$ cat config.mk
export PLATFORM = sky130hd
export DESIGN_NAME = lrip_div_cell
export DESIGN_NICKNAME = d
export VERILOG_FILES = /design/src/hw/rtl/lidar_range_image_projection_macros.svh /design/src/hw/rtl/lrip_pkg.sv /design/src/hw/rtl/lrip_div_cell.sv
export SDC_FILE = /design/constraint.sdc
export NUM_CORES = 1
export LEC_CHECK = 0
export ABC_AREA = 1
export ABC_CLOCK_PERIOD_IN_PS = 2700
export BUFFER_PORTS_ARGS = -buffer_cell sky130_fd_sc_hd__buf_4
export CAP_MARGIN = 10
export CORE_UTILIZATION = 46
export CTS_BUF_LIST = sky130_fd_sc_hd__clkbuf_8
export CTS_CLUSTER_SIZE = 24
export DETAILED_ROUTE_END_ITERATION = 8
export HOLD_SLACK_MARGIN = 0.15
export PLACE_DENSITY_LB_ADDON = 0.05
export SETUP_SLACK_MARGIN = 0.4
export SYNTH_ARGS = -nofsm -noshare
export SYNTH_HDL_FRONTEND = slang
export SYNTH_SLANG_ARGS = --single-unit
$ cat constraint.sdc
create_clock -name clk_i -period 2.7 [get_ports clk_i]
set_input_delay 0.54 -clock clk_i [delete_from_list [all_inputs] [get_ports clk_i]]
set_output_delay 0.54 -clock clk_i [all_outputs]
set_load 0.01 [all_outputs]
$ cat src/hw/rtl/lidar_range_image_projection_macros.svh
// Assertion macros for the lidar range image projection block.
// Used by the top level; expects clk_i and rst_ni in scope.
`ifndef LIDAR_RANGE_IMAGE_PROJECTION_MACROS_SVH
`define LIDAR_RANGE_IMAGE_PROJECTION_MACROS_SVH

// Property checked at every clock edge outside reset.
`define LRIP_ASSERT(label, prop, msg) \
  label: assert property (@(posedge clk_i) disable iff (!rst_ni) prop) else $error(msg);

// Implication from one edge to the next, outside reset.
`define LRIP_ASSERT_NEXT(label, pre, post, msg) \
  label: assert property (@(posedge clk_i) disable iff (!rst_ni) (pre) |=> (post)) \
    else $error(msg);

`endif

$ cat src/hw/rtl/lrip_pkg.sv
// Shared types, constants and the arctangent table of the range image projection.
// No dependencies; imported by every cell module and by the top level.
package lrip_pkg;

  localparam int ROWS = 16;
  localparam int COLS = 1800;

  localparam int CoordW  = 20;
  localparam int RangeW  = 20;
  localparam int AddrW   = 4;
  localparam int DataW   = 32;

  localparam int SqrtSteps = 31;
  localparam int SqrtRadW  = 2 * SqrtSteps;
  localparam int SqrtRemW  = SqrtSteps + 2;

  localparam int CordicSteps = 20;
  localparam int CordicW     = 34;
  localparam int AccW        = 32;
  localparam int StepW       = 5;

  localparam int DivSteps = 22;
  localparam int DivDenW  = 17;

  typedef enum logic [1:0] {
    REG_BOTTOM_ANGLE,
    REG_VERT_RES,
    REG_HORIZ_RES,
    REG_MIN_RANGE
  } reg_idx_e;

  typedef struct packed {
    logic signed [CoordW-1:0] point_x;
    logic signed [CoordW-1:0] point_y;
    logic signed [CoordW-1:0] point_z;
  } point_t;

  typedef struct packed {
    logic                     pixel_valid;
    logic [6:0]               row_index;
    logic [11:0]              column_index;
    logic [18:0]              pixel_index;
    logic [RangeW-1:0]        point_range;
    logic signed [CoordW-1:0] echo_x;
    logic signed [CoordW-1:0] echo_y;
    logic signed [CoordW-1:0] echo_z;
  } pixel_t;

  typedef struct packed {
    logic [SqrtRadW-1:0]  rad;
    logic [SqrtRemW-1:0]  rem;
    logic [SqrtSteps-1:0] root;
  } sqrt_t;

  typedef struct packed {
    logic signed [CordicW-1:0] n;
    logic signed [CordicW-1:0] d;
    logic signed [AccW-1:0]    acc;
  } cordic_t;

  typedef struct packed {
    logic [DivSteps-1:0] num;
    logic [DivDenW-1:0]  rem;
    logic [DivSteps-1:0] quo;
  } div_t;

  // atan(2^-i) in 2^-20 degree.
  function automatic logic signed [AccW-1:0] atan_fine(input logic [StepW-1:0] i);
    logic signed [AccW-1:0] v;
    case (i)
      5'd0:    v = 32'sd47185920;
      5'd1:    v = 32'sd27855475;
      5'd2:    v = 32'sd14718068;
      5'd3:    v = 32'sd7471121;
      5'd4:    v = 32'sd3750058;
      5'd5:    v = 32'sd1876857;
      5'd6:    v = 32'sd938658;
      5'd7:    v = 32'sd469357;
      5'd8:    v = 32'sd234682;
      5'd9:    v = 32'sd117342;
      5'd10:   v = 32'sd58671;
      5'd11:   v = 32'sd29335;
      5'd12:   v = 32'sd14668;
      5'd13:   v = 32'sd7334;
      5'd14:   v = 32'sd3667;
      5'd15:   v = 32'sd1833;
      5'd16:   v = 32'sd917;
      5'd17:   v = 32'sd458;
      5'd18:   v = 32'sd229;
      5'd19:   v = 32'sd115;
      default: v = '0;
    endcase
    return v;
  endfunction

endpackage

$ cat src/hw/rtl/lrip_div_cell.sv
// One quotient bit of the pipelined restoring divider.
// Depends on lrip_pkg.
module lrip_div_cell (
  input  logic                          clk_i,
  input  logic [lrip_pkg::DivDenW-1:0]  den_i,
  input  lrip_pkg::div_t                cell_i,
  output lrip_pkg::div_t                cell_o
);
  import lrip_pkg::*;

  logic [DivDenW:0] part;
  div_t             cell_d;
  div_t             cell_q;

  always_comb begin
    part       = {cell_i.rem, cell_i.num[DivSteps-1]};
    cell_d.num = {cell_i.num[DivSteps-2:0], 1'b0};
    if (part >= {1'b0, den_i}) begin
      cell_d.rem = DivDenW'(part - {1'b0, den_i});
      cell_d.quo = {cell_i.quo[DivSteps-2:0], 1'b1};
    end else begin
      cell_d.rem = DivDenW'(part);
      cell_d.quo = {cell_i.quo[DivSteps-2:0], 1'b0};
    end
  end

  always_ff @(posedge clk_i) begin
    cell_q <= cell_d;
  end

  assign cell_o = cell_q;

endmodule

# == After elaboration in Yosys (flattened, before gate mapping) ==
# Cells that the tools add are included.
# word_totals
elab_cells,6
input_bits,79
regBits,60
rom_bits,0
ramBits,0
output_inout_bits,61
memories,0
latch_bits,0
# op_classes
div,0
mux,1
n_addsub,1
n_mul,0
reduce_logical,0
n_bitwise,0
shift,0
eq_ne,0
order_cmp,1
# ops
operator,n
$mux W39,1
$ge A18 B17 Y1,1
$sub A17 B17 Y17,1

# == Depth between registers and ports, before layout ==
# depth
depth_word,2
depth_mapped,14
mapped_depth_nobuf,14

# == Worst setup path after synthesis ==
# No wires, ideal clock.
# synth_path
path_type,input -> register
from,input port den_i[13] (netlist name)
to,register cell_q (netlist bit cell_o[26])
n_path_buf,1
required_ps,2589
slack_ps,710
stages,11
setup_ps,111
arrival_ps,1879
path_cell_list,inv_1 ha_1 nand2_2 inv_2 nand2_4 a21oi_2 nor3_4 nand2_4 buf_12 nand2_4 nand2_2
# synth_rtl
element,line_no,rtl
from (decl),lrip_div_cell.sv:5,"input logic [lrip_pkg::DivDenW-1:0] den_i,"
to (signal assigned),lrip_div_cell.sv:28,cell_q <= cell_d;
to (decl),lrip_div_cell.sv:13,div_t cell_q;

==> metrics.csv <==
metric,value,unit
Core Rows,28,
final wirelength,6.82,mm
CTS buffer count,9,
routed len/inst,11.6,um
Antenna Cells,0,
Nets,606,
Final Cycle Share,72.0,%
clk slew on worst S/H paths,0.07,ns
die height,80.5,um
RSZ-0062 raised after global routing,no,
Max Buffers Root-to-Sink,2,
Core Region,5920,um^2
fin. max-slew vios,0,
CP Data Required Time,2.91,ns
Commonest cells post-synth,"nand2_1 (107), inv_1 (64), dfxtp_1 (60)",
depth of the CTS H-tree,3,
initial core utilization,47.9,%
Hold WC Path Type,primary input to flop,
Worst Path Max Fanout,18,
via count,2632,
Max VDD drop,0.000387,V
WS Path Type,primary input to flop,
Post-Synthesis Cells,363,
register bit total from synthesis,60,
Syn Std Cell Area,2840,um^2
ys async rst share,0,%
Starting DRT DRC Count,51,
CTS tree,done,
minimum clock period,1.94,ns
Final setup violation count,0,
"Hold Vio Cnt, Final",0,
main area contributors after synthesis,"dfxtp_1 (42%), nand2_1 (14%), inv_1 (8.5%)",
PortBufs,137,
Synth top area share,42.3,%
status,finished clean,
WP data arrival,2.16,ns
synthesized area per cell,7.82,um^2
Post-synth EDFFs,0,
root buffer cell,clkbuf_8,
first-pass GRT wire length,10.5,mm
FMAX,514,MHz
max reg flops,60,
DIE WIDTH,80.5,um
routability congestion estimate from global placement,0.883,
synth warn,0,
Critical Path Sink Type,flop,
Setup WS post-layout,0.755,ns
post-synthesis sequential area ratio,42.3,%
Hold Path Depth,1,
crit start category,primary input,
Hold Path Origin,cell_i[43],
Leak,2.36,nW
ratio of cells with drive above 1 in the final layout,39.4,%
CTS Sinks,60,
top-count cell post-synth,nand2_1,
vias per cell,4.48,
vias in the first global route,2447,
gr usage total,21.3,%
ANT nets after route,0,
IO Pins,140,
post-route DRC violation count,0,
number of library cell types mapped by synthesis,27,
largest net degree at the start of global routing,19,
HPWL Detailed,5.51,mm
Synth Flop Type,dfxtp_1,
drt pass-1 iters,4,
initial antenna violation count,0,
CTS Hold Bufs,0,
Power Dens Cells,580,nW/um^2
pre-CTS setup slack,-0.102,ns
MaxCap Viol Count,0,
Min-Delay Endpoint,cell_o[44]$_DFF_P_,
setup_tns,0,ns
Synth Net Count,460,
full die area,6490,um^2
Layout area overhead,45.2,%
cell taking the most area after synthesis,dfxtp_1,
grt ovf,0,
## critical path, cell delays in order
cell	delay, ns
buf_4	0.11
inv_1	0.04
ha_1	0.13
inv_1	0.07
fa_1	0.44
nand3_2	0.12
nand3_2	0.11
nand2_4	0.14
nand2_4	0.23
nand2_1	0.15
nand2_1	0.05
## routing by layer
metal | track usage [%] | routed length [um]
met3 | 6.70 | 597
met4 | 9.46 | 153
met2 | 38.9 | 3400
met5 | 0 | 0
met1 | 22.1 | 2670
## what timing repair did
item                       in CTS  in global routing
gates resized for setup         0                  0
setup buffers                   1                  0
hold endpoints to repair        0                  0
setup endpoints to repair      18                  0
## metrics by stage
stage	power [mW]	cells	instance area [um^2]	util (%)	hold slack, ns
2_1_floorplan	1.38	363	2840	-	0.568
3_3_place_gp	1.63	572	3920	66.3	0.644
3_5_place_dp	1.64	572	3920	66.3	0.646
4_1_cts	2.42	588	4120	69.6	0.295
5_1_grt	2.53	588	4120	69.6	0.291
6_report	2.39	588	4120	69.6	0.309
## power breakdown
part           total (mW)  switching, mW  internal [mW]
clock network       0.770          0.330          0.441
logic               0.631          0.329          0.302
registers           0.991         0.0210          0.970
## area by class of cell
class / instances / area, um^2
Sequential cell: 60 / 1200
Clock inverter: 5 / 52.6
Tap cell: 75 / 93.8
Timing Repair Buffer: 140 / 1050
Multi-Input combinational cell: 229 / 1330
Clock buffer: 10 / 138
Fill cell: 518 / 1800
Inverter: 69 / 259
## cell usage in the layout, fill, tap and decap left out, types with 2 or more instances in the layout
cell / synthesis / final
nor3_1: 2 / 2
inv_2: 4 / 4
clkinv_2: 0 / 3
a21oi_2: 2 / 2
nor2_1: 8 / 8
xor2_1: 7 / 7
buf_4: 2 / 140
nand2_4: 12 / 12
nand2_1: 107 / 107
clkbuf_8: 0 / 10
nor2_2: 5 / 5
dfxtp_1: 60 / 60
ha_1: 17 / 17
nand2_2: 17 / 17
a21oi_1: 9 / 9
nand3_1: 29 / 29
nand3_2: 4 / 4
nand4_1: 4 / 4
inv_1: 64 / 64
## worst max-delay path by stage
stage	slack (ns)	startpoint	end
finish	0.76	cell_i[60]	cell_o[31]$_DFF_P_
detailed placement	-0.10	den_i[14]	cell_o[36]$_DFF_P_
CTS	0.76	cell_i[60]	cell_o[31]$_DFF_P_
floorplan	0.71	den_i[13]	cell_o[26]$_DFF_P_
global route	0.56	cell_i[60]	cell_o[38]$_DFF_P_
global placement	-0.09	den_i[11]	cell_o[35]$_DFF_P_
## cell families (layout without fill, tap and decap cells)
logic type | Yosys count | after routing | share of synthesized area, %
AOI/OAI and AO/OA | 12 | 12 | 2.51
xor gates and xnor gates | 7 | 7 | 2.16
adders and majority gates | 18 | 18 | 8.20
buffers and inverters | 74 | 224 | 10.9
DFF | 60 | 60 | 42.3
other | 1 | 1 | 0.132
and+or+nand+nor | 191 | 191 | 33.7
Note: power is estimated with default switching activity, not from simulation.
