==> config.mk <==
export PLATFORM = sky130hd
export DESIGN_NAME = lrip_sqrt_cell
export DESIGN_NICKNAME = d
export VERILOG_FILES = /design/src/hw/rtl/lidar_range_image_projection_macros.svh /design/src/hw/rtl/lrip_pkg.sv /design/src/hw/rtl/lrip_sqrt_cell.sv
export SDC_FILE = /design/constraint.sdc
export NUM_CORES = 1
export LEC_CHECK = 0
export ABC_AREA = 1
export ABC_CLOCK_PERIOD_IN_PS = 2200
export BUFFER_PORTS_ARGS = -buffer_cell sky130_fd_sc_hd__buf_2
export CAP_MARGIN = 20
export CORE_UTILIZATION = 48
export CTS_BUF_LIST = sky130_fd_sc_hd__clkbuf_16
export CTS_CLUSTER_DIAMETER = 200
export DETAILED_ROUTE_END_ITERATION = 8
export PLACE_DENSITY = 0.81
export SETUP_SLACK_MARGIN = 0.4
export SYNTH_ARGS = -nofsm -noshare
export SYNTH_HDL_FRONTEND = slang
export SYNTH_SLANG_ARGS = --single-unit
export TNS_END_PERCENT = 100
==> constraint.sdc <==
create_clock -name clk_i -period 2.2 [get_ports clk_i]
set_input_delay 0.33 -clock clk_i [delete_from_list [all_inputs] [get_ports clk_i]]
set_output_delay 0.33 -clock clk_i [all_outputs]
set_load 0.05 [all_outputs]
==> src/hw/rtl/lidar_range_image_projection_macros.svh <==
// Assertion macros for the lidar range image projection block.
// Used by the top level; expects clk_i and rst_ni in scope.
`ifndef LIDAR_RANGE_IMAGE_PROJECTION_MACROS_SVH
`define LIDAR_RANGE_IMAGE_PROJECTION_MACROS_SVH

// Property checked at every clock edge outside reset.
`define LRIP_ASSERT(label, prop, msg) \
  label: assert property (@(posedge clk_i) disable iff (!rst_ni) prop) else $error(msg);

// Implication from one edge to the next, outside reset.
`define LRIP_ASSERT_NEXT(label, pre, post, msg) \
  label: assert property (@(posedge clk_i) disable iff (!rst_ni) (pre) |=> (post)) \
    else $error(msg);

`endif

==> src/hw/rtl/lrip_pkg.sv <==
// Shared types, constants and the arctangent table of the range image projection.
// No dependencies; imported by every cell module and by the top level.
package lrip_pkg;

  localparam int ROWS = 16;
  localparam int COLS = 1800;

  localparam int CoordW  = 20;
  localparam int RangeW  = 20;
  localparam int AddrW   = 4;
  localparam int DataW   = 32;

  localparam int SqrtSteps = 31;
  localparam int SqrtRadW  = 2 * SqrtSteps;
  localparam int SqrtRemW  = SqrtSteps + 2;

  localparam int CordicSteps = 20;
  localparam int CordicW     = 34;
  localparam int AccW        = 32;
  localparam int StepW       = 5;

  localparam int DivSteps = 22;
  localparam int DivDenW  = 17;

  typedef enum logic [1:0] {
    REG_BOTTOM_ANGLE,
    REG_VERT_RES,
    REG_HORIZ_RES,
    REG_MIN_RANGE
  } reg_idx_e;

  typedef struct packed {
    logic signed [CoordW-1:0] point_x;
    logic signed [CoordW-1:0] point_y;
    logic signed [CoordW-1:0] point_z;
  } point_t;

  typedef struct packed {
    logic                     pixel_valid;
    logic [6:0]               row_index;
    logic [11:0]              column_index;
    logic [18:0]              pixel_index;
    logic [RangeW-1:0]        point_range;
    logic signed [CoordW-1:0] echo_x;
    logic signed [CoordW-1:0] echo_y;
    logic signed [CoordW-1:0] echo_z;
  } pixel_t;

  typedef struct packed {
    logic [SqrtRadW-1:0]  rad;
    logic [SqrtRemW-1:0]  rem;
    logic [SqrtSteps-1:0] root;
  } sqrt_t;

  typedef struct packed {
    logic signed [CordicW-1:0] n;
    logic signed [CordicW-1:0] d;
    logic signed [AccW-1:0]    acc;
  } cordic_t;

  typedef struct packed {
    logic [DivSteps-1:0] num;
    logic [DivDenW-1:0]  rem;
    logic [DivSteps-1:0] quo;
  } div_t;

  // atan(2^-i) in 2^-20 degree.
  function automatic logic signed [AccW-1:0] atan_fine(input logic [StepW-1:0] i);
    logic signed [AccW-1:0] v;
    case (i)
      5'd0:    v = 32'sd47185920;
      5'd1:    v = 32'sd27855475;
      5'd2:    v = 32'sd14718068;
      5'd3:    v = 32'sd7471121;
      5'd4:    v = 32'sd3750058;
      5'd5:    v = 32'sd1876857;
      5'd6:    v = 32'sd938658;
      5'd7:    v = 32'sd469357;
      5'd8:    v = 32'sd234682;
      5'd9:    v = 32'sd117342;
      5'd10:   v = 32'sd58671;
      5'd11:   v = 32'sd29335;
      5'd12:   v = 32'sd14668;
      5'd13:   v = 32'sd7334;
      5'd14:   v = 32'sd3667;
      5'd15:   v = 32'sd1833;
      5'd16:   v = 32'sd917;
      5'd17:   v = 32'sd458;
      5'd18:   v = 32'sd229;
      5'd19:   v = 32'sd115;
      default: v = '0;
    endcase
    return v;
  endfunction

endpackage

==> src/hw/rtl/lrip_sqrt_cell.sv <==
// One digit of the pipelined integer square root: two radicand bits per cell.
// Depends on lrip_pkg.
module lrip_sqrt_cell (
  input  logic            clk_i,
  input  lrip_pkg::sqrt_t cell_i,
  output lrip_pkg::sqrt_t cell_o
);
  import lrip_pkg::*;

  logic [SqrtRemW+1:0] part;
  logic [SqrtRemW+1:0] trial;
  sqrt_t               cell_d;
  sqrt_t               cell_q;

  always_comb begin
    part       = {cell_i.rem, cell_i.rad[SqrtRadW-1 -: 2]};
    trial      = {2'b00, cell_i.root, 2'b01};
    cell_d.rad = {cell_i.rad[SqrtRadW-3:0], 2'b00};
    if (part >= trial) begin
      cell_d.rem  = SqrtRemW'(part - trial);
      cell_d.root = {cell_i.root[SqrtSteps-2:0], 1'b1};
    end else begin
      cell_d.rem  = SqrtRemW'(part);
      cell_d.root = {cell_i.root[SqrtSteps-2:0], 1'b0};
    end
  end

  always_ff @(posedge clk_i) begin
    cell_q <= cell_d;
  end

  assign cell_o = cell_q;

endmodule

# Word level (Yosys, flattened, before mapping)
# Index checks and enable logic that the tools add are counted.
[totals]
register_bits = 124
input_bits = 127
elab_cells = 6
[op_classes]
add_sub_neg = 1
n_lt_le_gt_ge = 1
muxes = 1
[ops]
columns = ["cell", "count"]
rows = [
  ["$mux W64", 1],
  ["$ge A35 B33 Y1", 1],
  ["$sub A33 B33 Y33", 1],
]

# Longest topological paths before layout
[logic_depth]
ltp_word = 2
depth_mapped = 15
ltp_nobuf = 14

# Worst setup path after synthesis
# No wires, ideal clock.
[synth_timing]
path_type = "input -> register"
from = "input cell_i[28] in the netlist's numbering"
to = "register cell_q (netlist bit cell_o[56])"
setup_ns = 0.112
arrival_time_ns = 1.675
path_slack_ns = 0.412
cell_stages = 12
path_cell_list = "inv_1 -> ha_1 -> nand2_1 -> inv_1 -> a21oi_1 -> nand2b_1 -> nand3_2 -> nor2_4 -> nand2_8 -> buf_12 -> nand3_2 -> nand2_1"
[synth_rtl]
columns = ["element", "line_no", "source"]
rows = [
  ["start, declared", "lrip_sqrt_cell.sv:5", "input lrip_pkg::sqrt_t cell_i,"],
  ["end signal, assigned", "lrip_sqrt_cell.sv:29", "cell_q <= cell_d;"],
  ["end, declared", "lrip_sqrt_cell.sv:13", "sqrt_t cell_q;"],
]

==> flow_summary_export.csv <==
group,metric,value,unit
cts,cts.clk_slew.worst_paths,0.06,ns
sta,final-setup-viol-count,0,
routing,antenna_left,0,
routing,routedWlPerCell,14.5,um
die,rows,39,
cts,cts_root_buffer,"clkbuf_16",
global_routing,antenna_found_initial,0,
logic_synthesis,synthMuxAreaShare,0,%
power,ir_worst_vdd,0.407,mV
status,violations,"DRC",
hold_path,hold_start,"cell_i[102]",
logic_synthesis,yosys.area_share.simple,33.8,%
logic_synthesis,synthXorXnorAreaFrac,2.11,%
status,status,"complete, but fails checks",
die,die_w,112,um
sta,slew_viol_final,0,
worst_setup_path,crit_type,"in -> reg",
cells_and_area,multi_input_area,2850,um2
logic_synthesis,synth_warnings,0,
global_routing,grt_start_max_net_pins,36,
die,io_pins,253,
die,core_area,11600,um2
worst_setup_path,cp-endpoint,"cell_o[45]",
place,gp_congestion,0.940,
routing,dr_wl_met3,1290,um
logic_synthesis,synth_seq_area_share,42.7,%
cells_and_area,nFillCells,1019,
hold_path,hp-class,"in -> reg",
sta,fmax,0.566,GHz
routing,drt_pass1_iterations,8,
cells_and_area,syn2layout_area_growth,40.1,%
logic_synthesis,ys_seq_elements,124,
cells_and_area,nNetsFinal,1257,
flow_run,max_cap_viol_count,0,
cts,numCtsBuffers,17,
power,p_leak,4.71,nW
routing,wl_met1,7290,um
routing,met2_length,9080,um
worst_setup_path,crit_fanout,6,
sta,fin_crit,1.77,ns
power,pwr_density_cell,887,nW/um2
die,fp.dieH,112,um
place,dpl.hpwl,13300,um
sta,period_share,80.3,%
die,design.die.area,12600,um2
global_routing,track_usage,27.0,%
cts,clock_sinks,124,
worst_setup_path,start_kind,"input pin",
sta,hold_viol_final,0,
place,numPortBuffers,250,
cells_and_area,num_antenna_cells,0,
routing,drt_iter0_markers,436,
worst_setup_path,cp_data_required_time,2.51,ns
routing,vias,5952,
worst_setup_path,critPathCaptureType,"register",
routing,vias_per_cell,4.75,
logic_synthesis,synthCells,814,
cts,clock_path_buffers,2,
logic_synthesis,synth_compound_area_share,2.06,%
logic_synthesis,syn_area,5820,um2
die,start_util,50.1,%
worst_setup_path,cp-startpoint,"cell_i[29]",
logic_synthesis,synth_cell_types,32,
routing,dr.max_layer_used,"met4",
cells_and_area,largest_reg_flops,124,
global_routing,overflow,0,
worst_setup_path,worstPathArrival,2.08,ns
cts,htree_levels,4,
routing,drc,20,
power,total_power,7.23,mW
routing,wirelength,18200,um
global_routing,grt_pass1_vias,5411,
cells_and_area,drive_above_1_share,32.5,%
cells_and_area,regArea,2480,um2
sta,rsz0062_at_grt,"false",
cts,cts_tree,"yes",
logic_synthesis,synthAdderAreaFrac,7.10,%
global_routing,grt_pass1_wl,26200,um
sta,finalSetupTns,0,ns
logic_synthesis,synth_area_per_cell,7.15,um2
logic_synthesis,synth_top_family_by_area,"simple AND/OR/NAND/NOR gates",
[worst min-delay path by stage]
stage / to / slack (ns) / depth (start not counted)
2_1_floorplan: cell_o[100] / 0.36 / 0
5_1_grt: cell_o[69] / 0.0003 / 1
6_report: cell_o[104] / 0.01 / 1
3_3_place_gp: cell_o[82] / 0.43 / 1
3_5_place_dp: cell_o[124] / 0.43 / 1
4_1_cts: cell_o[102] / 0.001 / 1
[logic make-up after synthesis]
family,count (synthesis)
DFF,124
and+or+nand+nor,443
buffers and inverters,176
other,1
adders and majority gates,33
xor gates and xnor gates,14
AOI/OAI and AO/OA,23
[cell usage after synthesis (all sizes together)]
| cell type | count | area [um2] |
|---|---|---|
| nand3b | 9 | 67.6 |
| or2 | 1 | 6.26 |
| conb | 1 | 3.75 |
| buf | 11 | 91.3 |
| o21ai | 1 | 5.00 |
| inv | 165 | 619 |
| nor3 | 9 | 45.0 |
| xnor2 | 1 | 8.76 |
| o21bai | 1 | 7.51 |
| a211oi | 1 | 7.51 |
| dfxtp | 124 | 2480 |
| a21oi | 20 | 100 |
| and2 | 3 | 18.8 |
| nand3 | 74 | 450 |
| ha | 33 | 413 |
| nand4 | 5 | 31.3 |
| xor2 | 13 | 114 |
| nand2b | 1 | 6.26 |
| nand2 | 297 | 1150 |
| nor2 | 43 | 186 |
| and3 | 1 | 6.26 |
[per-stage QoR]
step / instances / setup slack (ns) / cell area [um2] / utilization [%] / hold slack (ns)
floorplan: 815 / 0.412 / 5820 / - / 0.358
global placement: 1208 / 0.0409 / 7240 / 62.4 / 0.432
detailed placement: 1208 / 0.0116 / 7240 / 62.4 / 0.434
CTS: 1240 / 0.435 / 7810 / 67.2 / 0.00146
global route: 1253 / 0.371 / 8150 / 70.2 / 0.000288
finish: 1253 / 0.434 / 8150 / 70.2 / 0.0127
[per-layer routing]
layer / vias up / GRT usage [%]
met3: 43 / 6.91
met2: 246 / 49.9
met5: - / 0
met1: 2633 / 29.8
li1: 3030 / -
met4: 0 / 9.78
[where the power goes]
part | switching [mW] | internal (mW) | leakage, nW | total (mW)
logic | 1.49 | 0.561 | 3.39 | 2.06
registers | 0.0501 | 2.46 | 1.05 | 2.51
clock network | 1.10 | 1.57 | 0.272 | 2.67
[placed cells by master (no fill, tap or decap), drive strengths merged]
cell / n
xor2: 13
clkinv: 6
nand2: 301
ha: 33
o21bai: 1
conb: 2
clkbuf: 19
a21oi: 20
bufinv: 1
nor3: 9
and3: 1
nand3: 74
o21ai: 1
and2: 3
dfxtp: 124
clkinvlp: 2
inv: 171
nand3b: 9
or2: 1
buf: 265
xnor2: 1
dlygate4sd3: 3
nand4: 5
a211oi: 1
nand2b: 1
nor2: 43
[final cells by class]
cell class / instances / share of cell area [%]
Tap cell: 143 / 2.19
Clock inverter: 15 / 1.70
Multi-Input combinational cell: 519 / 34.9
Timing Repair Buffer: 270 / 18.0
Sequential cell: 124 / 30.4
Clock buffer: 17 / 5.22
Inverter: 165 / 7.60
[critical path: stages]
cell	delay (ns)
buf_2	0.09
inv_1	0.04
ha_1	0.34
inv_2	0.06
nor3_1	0.29
nand2_1	0.17
nor2_4	0.28
nand2_8	0.14
clkbuf_16	0.20
nand3_1	0.09
nand2_1	0.06
[timing repair]
action | CTS | global route
hold endpoints to repair | 0 | 3
setup buffers | 0 | 3
hold buffers | 0 | 3
setup endpoints to repair | 0 | 33
gates resized for setup | 0 | 30
(Power assumes the default switching activity.)
